==> config.mk <==
export PLATFORM = sky130hd
export DESIGN_NAME = damped_winding_diffusion_update_core_flat
export DESIGN_NICKNAME = d
export VERILOG_FILES = /design/src/rtl/dwdu_pkg.sv /design/src/rtl/dwdu_if.sv /design/src/rtl/damped_winding_diffusion_update_core.sv /design/src/flat_wrapper.sv
export SDC_FILE = /design/constraint.sdc
export NUM_CORES = 2
export LEC_CHECK = 0
export BUFFER_PORTS_ARGS = -buffer_cell sky130_fd_sc_hd__buf_4
export CAP_MARGIN = 0
export CORE_MARGIN = 3
export CORE_UTILIZATION = 55
export CTS_CLUSTER_SIZE = 20
export DETAILED_ROUTE_END_ITERATION = 10
export PLACE_DENSITY = 0.75
export SLEW_MARGIN = 20
export SYNTH_ARGS = -nofsm -noshare
export SYNTH_HDL_FRONTEND = slang
export SYNTH_SLANG_ARGS = --single-unit
==> constraint.sdc <==
create_clock -name clk -period 75.1 [get_ports clk]
set_clock_uncertainty 0.1 [all_clocks]
set_input_delay 3.755 -clock clk [delete_from_list [all_inputs] [get_ports clk]]
set_output_delay 3.755 -clock clk [all_outputs]
set_load 0.1 [all_outputs]
==> src/rtl/dwdu_pkg.sv <==
// Package: constants, types and the divider step for the winding diffusion update core.
package dwdu_pkg;

  localparam int FRAC_BITS  = 16;
  localparam int MAX_SIDE   = 4096;
  localparam int VAL_W      = 32;
  localparam int COORD_W    = 12;
  localparam int DAMP_W     = 17;
  localparam int DAMP_BITS  = 16;
  localparam int DAMP_ONE   = 65536;
  localparam int CFG_IDX_W  = 2;
  localparam int TERM_W     = 36;
  localparam int WGT_W      = 4;
  localparam int REM_W      = 3;
  localparam int DIV_STAGES = 6;
  localparam int DIV_STEPS  = TERM_W / DIV_STAGES;
  localparam int MEAN_W     = 34;
  localparam int MIX_W      = 52;
  localparam int N_TERMS    = 6;

  typedef enum logic [CFG_IDX_W-1:0] {
    CFG_CUT_COLUMN = 2'd0,
    CFG_CUT_ROW    = 2'd1,
    CFG_DAMPING    = 2'd2
  } cfg_reg_t;

  typedef logic signed [TERM_W-1:0] term_t;

  typedef struct packed {
    logic signed [VAL_W-1:0] old;
    logic                    upd;
    logic                    neg;
    logic [WGT_W-1:0]        weight;
  } side_t;

  typedef struct packed {
    logic [TERM_W-1:0] dq;
    logic [REM_W-1:0]  rem;
  } div_t;

  function automatic div_t div_steps(div_t a, logic [WGT_W-1:0] w);
    div_t           r;
    logic [REM_W:0] t;
    logic           qbit;
    r = a;
    for (int i = 0; i < DIV_STEPS; i++) begin
      t    = {r.rem, r.dq[TERM_W-1]};
      qbit = (t >= w);
      if (qbit) begin
        r.rem = REM_W'(t - w);
      end else begin
        r.rem = t[REM_W-1:0];
      end
      r.dq = {r.dq[TERM_W-2:0], qbit};
    end
    return r;
  endfunction

endpackage

==> src/rtl/dwdu_if.sv <==
// Interfaces: input pixel channel and result channel of the winding diffusion update core.
interface dwdu_in_if;
  logic                valid;
  logic                ready;
  logic signed [31:0]  center_value;
  logic                center_valid;
  logic signed [31:0]  below_value;
  logic signed [31:0]  above_value;
  logic signed [31:0]  right_value;
  logic signed [31:0]  left_value;
  logic [3:0]          neighbor_valid;
  logic [11:0]         pixel_column;
  logic [11:0]         pixel_row;
  logic signed [31:0]  inner_partner_value;
  logic signed [31:0]  outer_partner_value;
  logic [1:0]          partner_valid;

  modport source (
    output valid, center_value, center_valid, below_value, above_value, right_value,
           left_value, neighbor_valid, pixel_column, pixel_row, inner_partner_value,
           outer_partner_value, partner_valid,
    input  ready
  );
  modport sink (
    input  valid, center_value, center_valid, below_value, above_value, right_value,
           left_value, neighbor_valid, pixel_column, pixel_row, inner_partner_value,
           outer_partner_value, partner_valid,
    output ready
  );
endinterface

interface dwdu_out_if;
  logic                valid;
  logic                ready;
  logic signed [31:0]  new_value;
  logic                was_updated;

  modport source (output valid, new_value, was_updated, input ready);
  modport sink (input valid, new_value, was_updated, output ready);
endinterface

==> src/rtl/damped_winding_diffusion_update_core.sv <==
// Top level: pipelined damped 4-neighbor relaxation update for one winding-map pixel.
//
// Usage: one pixel per transfer on in_ch (valid/ready), one result per pixel on out_ch in
// the same order. The user must write registers cut_column, cut_row and damping through
// cfg_we/cfg_index/cfg_data only while no pixel is in flight; the block does not enforce it. Index 3 is ignored.
// Pipeline: term build, sum, magnitude, six long-division stages (six quotient bits
// each, the mean divides by the total weight 1..8), sign restore, two multipliers,
// then add, shift and saturate into the output register.
// Throughput: one pixel per cycle while out_ch does not stall, set by the fully pipelined datapath.
// Stall: the whole pipeline holds while out_ch.valid is high and out_ch.ready is low;
// in_ch.ready follows that hold, so nothing is lost or repeated.
// Reset (rst_n low, synchronous): all stage valid bits clear and the three
// registers return to zero; no result is presented until new pixels enter.
module damped_winding_diffusion_update_core (
  input  logic                              clk,
  input  logic                              rst_n,
  dwdu_in_if.sink                           in_ch,
  dwdu_out_if.source                        out_ch,
  input  logic                              cfg_we,
  input  logic [dwdu_pkg::CFG_IDX_W-1:0]    cfg_index,
  input  logic [dwdu_pkg::DAMP_W-1:0]       cfg_data
);
  import dwdu_pkg::*;

  localparam term_t ONE_T = term_t'(longint'(1) << FRAC_BITS);
  localparam logic signed [MIX_W-1:0] SAT_HI = MIX_W'(64'sh7FFF_FFFF);
  localparam logic signed [MIX_W-1:0] SAT_LO = MIX_W'(-64'sh8000_0000);
  localparam logic [DAMP_W-1:0] D_ONE = DAMP_W'(DAMP_ONE);

  logic [COORD_W-1:0] cut_col_r;
  logic [COORD_W-1:0] cut_row_r;
  logic [DAMP_W-1:0]  damping_r;

  logic adv;

  logic  s1_v_r;
  term_t s1_term_r [N_TERMS];
  side_t s1_side_r;
  logic  s2_v_r;
  term_t s2_sum_r;
  side_t s2_side_r;
  logic  s3_v_r;
  div_t  s3_div_r;
  side_t s3_side_r;
  logic  div_v_r    [DIV_STAGES];
  div_t  div_r      [DIV_STAGES];
  side_t div_side_r [DIV_STAGES];
  logic  s4_v_r;
  logic signed [MEAN_W-1:0] s4_mean_r;
  side_t s4_side_r;
  logic  s5_v_r;
  logic signed [MIX_W-1:0] s5_pold_r;
  logic signed [MIX_W-1:0] s5_pmean_r;
  side_t s5_side_r;
  logic  out_v_r;
  logic signed [VAL_W-1:0] out_val_r;
  logic  out_upd_r;

  // stage 1 combinational
  logic               in_range;
  logic               cut_on;
  logic               right_fix;
  logic               left_fix;
  logic [WGT_W-1:0]   weight;
  term_t              term_nxt [N_TERMS];
  side_t              s1_side_nxt;
  // later stages
  term_t              sum_nxt;
  div_t               s3_div_nxt;
  side_t              s3_side_nxt;
  div_t               div_nxt [DIV_STAGES];
  logic [TERM_W-1:0]  quot;
  logic signed [MEAN_W-1:0] mean_nxt;
  logic [DAMP_W-1:0]  d_sat;
  logic signed [DAMP_W:0] d_old;
  logic signed [DAMP_W:0] d_mean;
  logic signed [MIX_W-1:0] mix;
  logic signed [MIX_W-1:0] shifted;
  logic signed [VAL_W-1:0] sat_val;

  assign adv         = !out_v_r || out_ch.ready;
  assign in_ch.ready = adv && rst_n;

  always_comb begin
    in_range  = (32'(in_ch.pixel_column) < MAX_SIDE) && (32'(in_ch.pixel_row) < MAX_SIDE);
    cut_on    = in_ch.pixel_row >= cut_row_r;
    right_fix = cut_on && (({1'b0, in_ch.pixel_column} + 13'd1) == {1'b0, cut_col_r});
    left_fix  = cut_on && (in_ch.pixel_column == cut_col_r);
    weight    = WGT_W'(in_ch.neighbor_valid[0]) + WGT_W'(in_ch.neighbor_valid[1]) +
                WGT_W'(in_ch.neighbor_valid[2]) + WGT_W'(in_ch.neighbor_valid[3]) +
                (WGT_W'(in_ch.partner_valid[0]) << 1) + (WGT_W'(in_ch.partner_valid[1]) << 1);
    term_nxt[0] = in_ch.neighbor_valid[0] ? term_t'(in_ch.below_value) : '0;
    term_nxt[1] = in_ch.neighbor_valid[1] ? term_t'(in_ch.above_value) : '0;
    term_nxt[2] = in_ch.neighbor_valid[2] ?
                  term_t'(in_ch.right_value) + (right_fix ? ONE_T : term_t'(0)) : '0;
    term_nxt[3] = in_ch.neighbor_valid[3] ?
                  term_t'(in_ch.left_value) - (left_fix ? ONE_T : term_t'(0)) : '0;
    term_nxt[4] = in_ch.partner_valid[0] ?
                  (term_t'(in_ch.inner_partner_value) - ONE_T) <<< 1 : '0;
    term_nxt[5] = in_ch.partner_valid[1] ?
                  (term_t'(in_ch.outer_partner_value) + ONE_T) <<< 1 : '0;
    s1_side_nxt.old    = in_ch.center_value;
    s1_side_nxt.upd    = in_ch.center_valid && in_range && (weight != '0);
    s1_side_nxt.neg    = 1'b0;
    s1_side_nxt.weight = weight;
  end

  always_comb begin
    sum_nxt = s1_term_r[0] + s1_term_r[1] + s1_term_r[2] +
              s1_term_r[3] + s1_term_r[4] + s1_term_r[5];
    s3_side_nxt     = s2_side_r;
    s3_side_nxt.neg = s2_sum_r[TERM_W-1];
    s3_div_nxt.dq   = s2_sum_r[TERM_W-1] ? TERM_W'(-s2_sum_r) : TERM_W'(s2_sum_r);
    s3_div_nxt.rem  = '0;
    div_nxt[0] = div_steps(s3_div_r, s3_side_r.weight);
    for (int i = 1; i < DIV_STAGES; i++) begin
      div_nxt[i] = div_steps(div_r[i-1], div_side_r[i-1].weight);
    end
    quot     = div_r[DIV_STAGES-1].dq;
    mean_nxt = div_side_r[DIV_STAGES-1].neg ?
               -$signed({1'b0, quot[MEAN_W-2:0]}) : $signed({1'b0, quot[MEAN_W-2:0]});
    d_sat    = (damping_r > D_ONE) ? D_ONE : damping_r;
    d_old    = $signed({1'b0, d_sat});
    d_mean   = $signed({1'b0, D_ONE - d_sat});
    mix      = s5_pold_r + s5_pmean_r;
    shifted  = mix >>> DAMP_BITS;
    if (shifted > SAT_HI) begin
      sat_val = SAT_HI[VAL_W-1:0];
    end else if (shifted < SAT_LO) begin
      sat_val = SAT_LO[VAL_W-1:0];
    end else begin
      sat_val = shifted[VAL_W-1:0];
    end
  end

  always_ff @(posedge clk) begin
    if (!rst_n) begin
      cut_col_r <= '0;
      cut_row_r <= '0;
      damping_r <= '0;
    end else if (cfg_we) begin
      case (cfg_index)
        CFG_CUT_COLUMN: cut_col_r <= cfg_data[COORD_W-1:0];
        CFG_CUT_ROW:    cut_row_r <= cfg_data[COORD_W-1:0];
        CFG_DAMPING:    damping_r <= cfg_data;
        default: ;
      endcase
    end
  end

  always_ff @(posedge clk) begin
    if (!rst_n) begin
      s1_v_r  <= 1'b0;
      s2_v_r  <= 1'b0;
      s3_v_r  <= 1'b0;
      s4_v_r  <= 1'b0;
      s5_v_r  <= 1'b0;
      out_v_r <= 1'b0;
      for (int i = 0; i < DIV_STAGES; i++) begin
        div_v_r[i] <= 1'b0;
      end
    end else if (adv) begin
      s1_v_r <= in_ch.valid;
      s2_v_r <= s1_v_r;
      s3_v_r <= s2_v_r;
      div_v_r[0] <= s3_v_r;
      for (int i = 1; i < DIV_STAGES; i++) begin
        div_v_r[i] <= div_v_r[i-1];
      end
      s4_v_r  <= div_v_r[DIV_STAGES-1];
      s5_v_r  <= s4_v_r;
      out_v_r <= s5_v_r;
    end
  end

  always_ff @(posedge clk) begin
    if (adv) begin
      for (int i = 0; i < N_TERMS; i++) begin
        s1_term_r[i] <= term_nxt[i];
      end
      s1_side_r <= s1_side_nxt;
      s2_sum_r  <= sum_nxt;
      s2_side_r <= s1_side_r;
      s3_div_r  <= s3_div_nxt;
      s3_side_r <= s3_side_nxt;
      div_r[0]      <= div_nxt[0];
      div_side_r[0] <= s3_side_r;
      for (int i = 1; i < DIV_STAGES; i++) begin
        div_r[i]      <= div_nxt[i];
        div_side_r[i] <= div_side_r[i-1];
      end
      s4_mean_r  <= mean_nxt;
      s4_side_r  <= div_side_r[DIV_STAGES-1];
      s5_pold_r  <= MIX_W'(d_old * s4_side_r.old);
      s5_pmean_r <= MIX_W'(d_mean * s4_mean_r);
      s5_side_r  <= s4_side_r;
      out_val_r  <= s5_side_r.upd ? sat_val : s5_side_r.old;
      out_upd_r  <= s5_side_r.upd;
    end
  end

  assign out_ch.valid       = out_v_r;
  assign out_ch.new_value   = out_val_r;
  assign out_ch.was_updated = out_upd_r;

endmodule

==> src/flat_wrapper.sv <==
// flat-port wrapper written by rule: the top's interface ports become plain ports
module damped_winding_diffusion_update_core_flat import dwdu_pkg::*;
  (clk, rst_n, cfg_we, cfg_index, cfg_data, in_ch_valid, in_ch_center_value, in_ch_center_valid, in_ch_below_value, in_ch_above_value, in_ch_right_value, in_ch_left_value, in_ch_neighbor_valid, in_ch_pixel_column, in_ch_pixel_row, in_ch_inner_partner_value, in_ch_outer_partner_value, in_ch_partner_valid, in_ch_ready, out_ch_valid, out_ch_new_value, out_ch_was_updated, out_ch_ready);
  dwdu_in_if in_ch_i ();
  dwdu_out_if out_ch_i ();
  input  logic clk;
  input  logic rst_n;
  input  logic cfg_we;
  input  logic [dwdu_pkg::CFG_IDX_W-1:0] cfg_index;
  input  logic [dwdu_pkg::DAMP_W-1:0] cfg_data;
  input wire logic [$bits(in_ch_i.valid)-1:0] in_ch_valid;
  input wire logic [$bits(in_ch_i.center_value)-1:0] in_ch_center_value;
  input wire logic [$bits(in_ch_i.center_valid)-1:0] in_ch_center_valid;
  input wire logic [$bits(in_ch_i.below_value)-1:0] in_ch_below_value;
  input wire logic [$bits(in_ch_i.above_value)-1:0] in_ch_above_value;
  input wire logic [$bits(in_ch_i.right_value)-1:0] in_ch_right_value;
  input wire logic [$bits(in_ch_i.left_value)-1:0] in_ch_left_value;
  input wire logic [$bits(in_ch_i.neighbor_valid)-1:0] in_ch_neighbor_valid;
  input wire logic [$bits(in_ch_i.pixel_column)-1:0] in_ch_pixel_column;
  input wire logic [$bits(in_ch_i.pixel_row)-1:0] in_ch_pixel_row;
  input wire logic [$bits(in_ch_i.inner_partner_value)-1:0] in_ch_inner_partner_value;
  input wire logic [$bits(in_ch_i.outer_partner_value)-1:0] in_ch_outer_partner_value;
  input wire logic [$bits(in_ch_i.partner_valid)-1:0] in_ch_partner_valid;
  output wire logic [$bits(in_ch_i.ready)-1:0] in_ch_ready;
  output wire logic [$bits(out_ch_i.valid)-1:0] out_ch_valid;
  output wire logic [$bits(out_ch_i.new_value)-1:0] out_ch_new_value;
  output wire logic [$bits(out_ch_i.was_updated)-1:0] out_ch_was_updated;
  input wire logic [$bits(out_ch_i.ready)-1:0] out_ch_ready;
  assign in_ch_i.valid = in_ch_valid;
  assign in_ch_i.center_value = in_ch_center_value;
  assign in_ch_i.center_valid = in_ch_center_valid;
  assign in_ch_i.below_value = in_ch_below_value;
  assign in_ch_i.above_value = in_ch_above_value;
  assign in_ch_i.right_value = in_ch_right_value;
  assign in_ch_i.left_value = in_ch_left_value;
  assign in_ch_i.neighbor_valid = in_ch_neighbor_valid;
  assign in_ch_i.pixel_column = in_ch_pixel_column;
  assign in_ch_i.pixel_row = in_ch_pixel_row;
  assign in_ch_i.inner_partner_value = in_ch_inner_partner_value;
  assign in_ch_i.outer_partner_value = in_ch_outer_partner_value;
  assign in_ch_i.partner_valid = in_ch_partner_valid;
  assign in_ch_ready = in_ch_i.ready;
  assign out_ch_valid = out_ch_i.valid;
  assign out_ch_new_value = out_ch_i.new_value;
  assign out_ch_was_updated = out_ch_i.was_updated;
  assign out_ch_i.ready = out_ch_ready;
  damped_winding_diffusion_update_core u_core (.clk(clk), .rst_n(rst_n), .in_ch(in_ch_i), .out_ch(out_ch_i), .cfg_we(cfg_we), .cfg_index(cfg_index), .cfg_data(cfg_data));
endmodule
==> metrics.yaml <==
global_routing:
  grt-ovfl-total: 0
  tot_gr_track_use_pct: 24.8
  grt_max_degree: 168
  antenna_violations_before_repair: 9
  grt_pass1_wl_mm: 331
  grt_pass1_vias: 62000
timing:
  setup_repair_after_global_routing_missed_its_margin: "false"
  worst-slew-pin-transition_ps: 1150
  layout_min_cycle_time_ps: 11380
  setup-tns-final_ps: 0
  slew_violations: 0
  final-hold-violation-count: 0
  final_min_period_over_clock_period_pct: 15.1
  timing.fmax_mhz: 87.9
  setup_violations: 0
  timing.max_slew.rel_slack_pct: 23.6
die:
  die_y_um: 411
  total_core_area_um2: 163000
  dieArea_um2: 169000
  io-pin-count: 314
  initial_cell_density_of_the_core_pct: 55.4
  fp-row-count: 148
  die_w_um: 411
finish:
  layout.filler_cells: 12800
  final_layout_size_suffix_gt1_share_pct: 7.30
  area_growth_pct: 9.15
  final_common_cell: "sky130_fd_sc_hd__inv_1"
  post_layout_nonfiller_instances: 10700
  design.final.nets: 10400
  mostFrequentLayoutCells: "1,788 x sky130_fd_sc_hd__inv_1, 1,245 x sky130_fd_sc_hd__fa_1, 1,146 x sky130_fd_sc_hd__nand2_1"
logic_synthesis:
  combinational_family_with_the_most_area_after_synthesis: "adder cells"
  synth_simple_gate_area_share_pct: 11.0
  synth_top_flop_cell: "sky130_fd_sc_hd__edfxtp_1"
  synth_fp_nets: 10300
  post_synth_fa_ha_maj_area_fraction_pct: 34.4
  share_of_synthesized_flip_flops_with_an_asynchronous_set_or_reset_pct: 0
  synth_cells: 8241
  synth_xor_xnor_area_share_pct: 3.27
  synth_seq_area_share_pct: 36.3
  synthesis.area_per_instance_um2: 11.0
  synth_warnings: 0
  yosys_register_bits: 1111
  synth_compound_gate_area_share_pct: 5.42
  edff_count_synth: 1059
  share_of_synthesized_area_spent_on_multiplexers_pct: 0.841
  yosysUniqueCellTypes: 81
  post_synth_instance_area_um2: 90400
setup_path:
  timing.critical_path.slowest_stage_cell: "sky130_fd_sc_hd__nor4_1"
  worst-setup-path-type: "flop to flop"
  cp_max_fo: 73
  crit_arrival_ps: 11880
  end_kind: "flop"
  critical_path.reg2reg.endpoint: "u_core.s5_pmean_r[48]"
  critical_path.most_common_cell: "sky130_fd_sc_hd__fa_1"
  regToRegSetupSlack_ps: 63720
  critical-path-max-stage-delay_ps: 760
  cp_data_required_time_ps: 75600
  critical_path.top_delay_family: "simple AND/OR/NAND/NOR gates"
  worstRegToRegCells: 35
  critPathBufInv: 7
  startpoint_type: "flop"
  worst_r2r_startpoint: "u_core.damping_r[4]"
worst_hold_path:
  min_from: "u_core.div_r[4][3]"
  worstHoldPathType: "flop to flop"
  worstHoldPathCells: 0
  holdPathEnd: "u_core.div_r[5][9]"
placement:
  gp_routability_congestion: 0.928
  dp_hpwl_mm: 152
  post-place-cells: 10500
  port_buffers: 313
route:
  vias_per_cell: 5.41
  number_of_design_rule_violations_left_by_the_first_detailed_router_iteration: 4507
  antenna_left: 0
  detail_route.first_pass.iterations: 8
  final_wl_mm: 204
  vias_after_detailed_routing: 57900
  route.detailed.drc: 0
  routed_wire_length_per_instance_um: 19.1
clock_network:
  cts-htree-levels: 3
  library_cell_used_as_clock_root_buffer: "sky130_fd_sc_hd__clkbuf_16"
  number_of_clock_sinks_seen_by_cts: 1111
  tritoncts: "built"
  cts_buffer_depth: 3
  cts_setup_buffers: 0
  number_of_buffers_added_to_fix_hold_violations_after_cts: 0
  insertion_delay_ps: 760
  cts_inserted_buffers: 111
  post_cts_resize_count: 0
  clk_transition_reported_paths_ps: 60
flow_run:
  max-cap-violations: 0
status:
  run_status: "complete, no violations"
-- sequential cells by signal, indices dropped and copies added, names as in the netlist, 12 cells and up --
signal                   flops
u_core.damping_r            17
u_core.s1_side_r            37
u_core.cut_row_r            12
u_core.s5_pmean_r           52
u_core.s2_sum_r             36
u_core.s5_pold_r            50
u_core.s4_side_r            33
u_core.div_side_r          224
u_core.div_r               213
u_core.cut_col_r            12
u_core.div_nxt              30
u_core.out_ch.new_value     32
u_core.s5_side_r            33
u_core.s2_side_r            37
u_core.s4_mean_r            34
u_core.s1_term_r           202
u_core.s3_side_r            38
-- through the flow --
stage | hold WS (ps) | instance area (um2) | worst slack (ps) | utilization (%)
6_report | 293 | 98700 | 63720 | 60.5
5_1_grt | 299 | 98700 | 63080 | 60.5
4_1_cts | 291 | 98700 | 63850 | 60.5
3_5_place_dp | 305 | 95000 | 64000 | 58.2
3_3_place_gp | 301 | 95000 | 64180 | 58.2
2_1_floorplan | 300 | 90400 | 35730 | -
-- kinds of logic (layout without fill, tap and decap cells) --
group,after synthesis,count (layout)
muxes,72,72
AOI/OAI and AO/OA,777,777
xor gates and xnor gates,338,338
buffers and inverters,2102,2367
DFF,1111,1111
and+or+nand+nor,2102,2102
adders and majority gates,1739,1739
other,0,4
-- worst max path at each step --
stage / startpoint / to / slack (ps) / depth (start not counted)
after global routing: u_core.damping_r[4] / u_core.s5_pmean_r[48] / 63080 / 35
after global placement: u_core.damping_r[4] / u_core.s5_pmean_r[48] / 64180 / 35
after floorplan: out_ch_ready / in_ch_ready / 35730 / 4
final: u_core.damping_r[4] / u_core.s5_pmean_r[48] / 63720 / 35
after detailed placement: u_core.damping_r[4] / u_core.s5_pmean_r[48] / 64000 / 35
after CTS: u_core.damping_r[4] / u_core.s5_pmean_r[48] / 63850 / 35
-- Yosys cell counts (5+ instances only) --
| library cell | instances | area (um2) |
|---|---|---|
| sky130_fd_sc_hd__nor2b_1 | 91 | 569 |
| sky130_fd_sc_hd__or4_1 | 16 | 120 |
| sky130_fd_sc_hd__nand3b_1 | 7 | 52.6 |
| sky130_fd_sc_hd__and2_1 | 364 | 2280 |
| sky130_fd_sc_hd__mux2i_1 | 40 | 400 |
| sky130_fd_sc_hd__edfxtp_1 | 1059 | 31800 |
| sky130_fd_sc_hd__a21oi_1 | 244 | 1220 |
| sky130_fd_sc_hd__nand2_1 | 1146 | 4300 |
| sky130_fd_sc_hd__or2_2 | 6 | 37.5 |
| sky130_fd_sc_hd__o31ai_1 | 23 | 173 |
| sky130_fd_sc_hd__and4_1 | 7 | 61.3 |
| sky130_fd_sc_hd__ha_1 | 494 | 6180 |
| sky130_fd_sc_hd__nor4_1 | 20 | 125 |
| sky130_fd_sc_hd__mux2_2 | 32 | 360 |
| sky130_fd_sc_hd__a211oi_1 | 15 | 113 |
| sky130_fd_sc_hd__nand4_1 | 32 | 200 |
| sky130_fd_sc_hd__nor3_1 | 34 | 170 |
| sky130_fd_sc_hd__or3_1 | 24 | 150 |
| sky130_fd_sc_hd__buf_1 | 24 | 90.1 |
| sky130_fd_sc_hd__and3_1 | 94 | 588 |
| sky130_fd_sc_hd__a41oi_1 | 6 | 52.6 |
| sky130_fd_sc_hd__xor2_1 | 111 | 972 |
| sky130_fd_sc_hd__xnor2_1 | 227 | 1990 |
| sky130_fd_sc_hd__a21o_1 | 149 | 1120 |
| sky130_fd_sc_hd__nand2b_1 | 29 | 181 |
| sky130_fd_sc_hd__fa_1 | 1245 | 24900 |
| sky130_fd_sc_hd__o41ai_1 | 14 | 123 |
| sky130_fd_sc_hd__a221oi_1 | 7 | 61.3 |
| sky130_fd_sc_hd__a21boi_0 | 38 | 285 |
| sky130_fd_sc_hd__o21ai_0 | 170 | 851 |
| sky130_fd_sc_hd__inv_1 | 1789 | 6720 |
| sky130_fd_sc_hd__clkbuf_1 | 280 | 1050 |
| sky130_fd_sc_hd__o21a_1 | 15 | 113 |
| sky130_fd_sc_hd__o22ai_1 | 5 | 31.3 |
| sky130_fd_sc_hd__o21bai_1 | 21 | 158 |
| sky130_fd_sc_hd__a31oi_1 | 22 | 138 |
| sky130_fd_sc_hd__o211ai_1 | 7 | 52.6 |
| sky130_fd_sc_hd__nor2_1 | 149 | 559 |
| sky130_fd_sc_hd__nor3b_1 | 6 | 45.0 |
| sky130_fd_sc_hd__buf_2 | 6 | 30.0 |
| sky130_fd_sc_hd__dfxtp_1 | 52 | 1040 |
| sky130_fd_sc_hd__nand3_1 | 53 | 265 |
-- worst reg2reg max path: cells and delay by family, from the launching register on --
| kind | cells | cell delay (ps) |
|---|---|---|
| AND/OR/NAND/NOR | 13 | 4310 |
| adder cells (fa/ha/maj) | 7 | 3330 |
| AO/OA/AOI/OAI | 7 | 1820 |
| buffers and inverters | 7 | 1110 |
| flip-flops | 1 | 490 |
| XOR/XNOR | 1 | 90 |
-- layout make-up --
cell class | count | area (um2) | share of cell area (%)
repair buffers | 370 | 2810 | 2.85
inverters | 1790 | 6730 | 6.81
clock buffers | 131 | 2870 | 2.91
diodes | 4 | 10.0 | 0.0101
multi-input cells | 5028 | 49900 | 50.6
clock inverters | 76 | 815 | 0.825
flip-flops and latches | 1111 | 32800 | 33.3
well taps | 2175 | 2720 | 2.76
-- per-layer routing --
layer	track usage [%]	part of all wire [%]	wire length (um)
met5	0	0.011	23
met4	8.32	3.3	6680
met3	4.94	8.8	18000
met2	39.9	47	95300
met1	33.9	41	84100
Power is not shown: default switching activity piles up to over one toggle a cycle in this logic, so the estimate is an artifact.
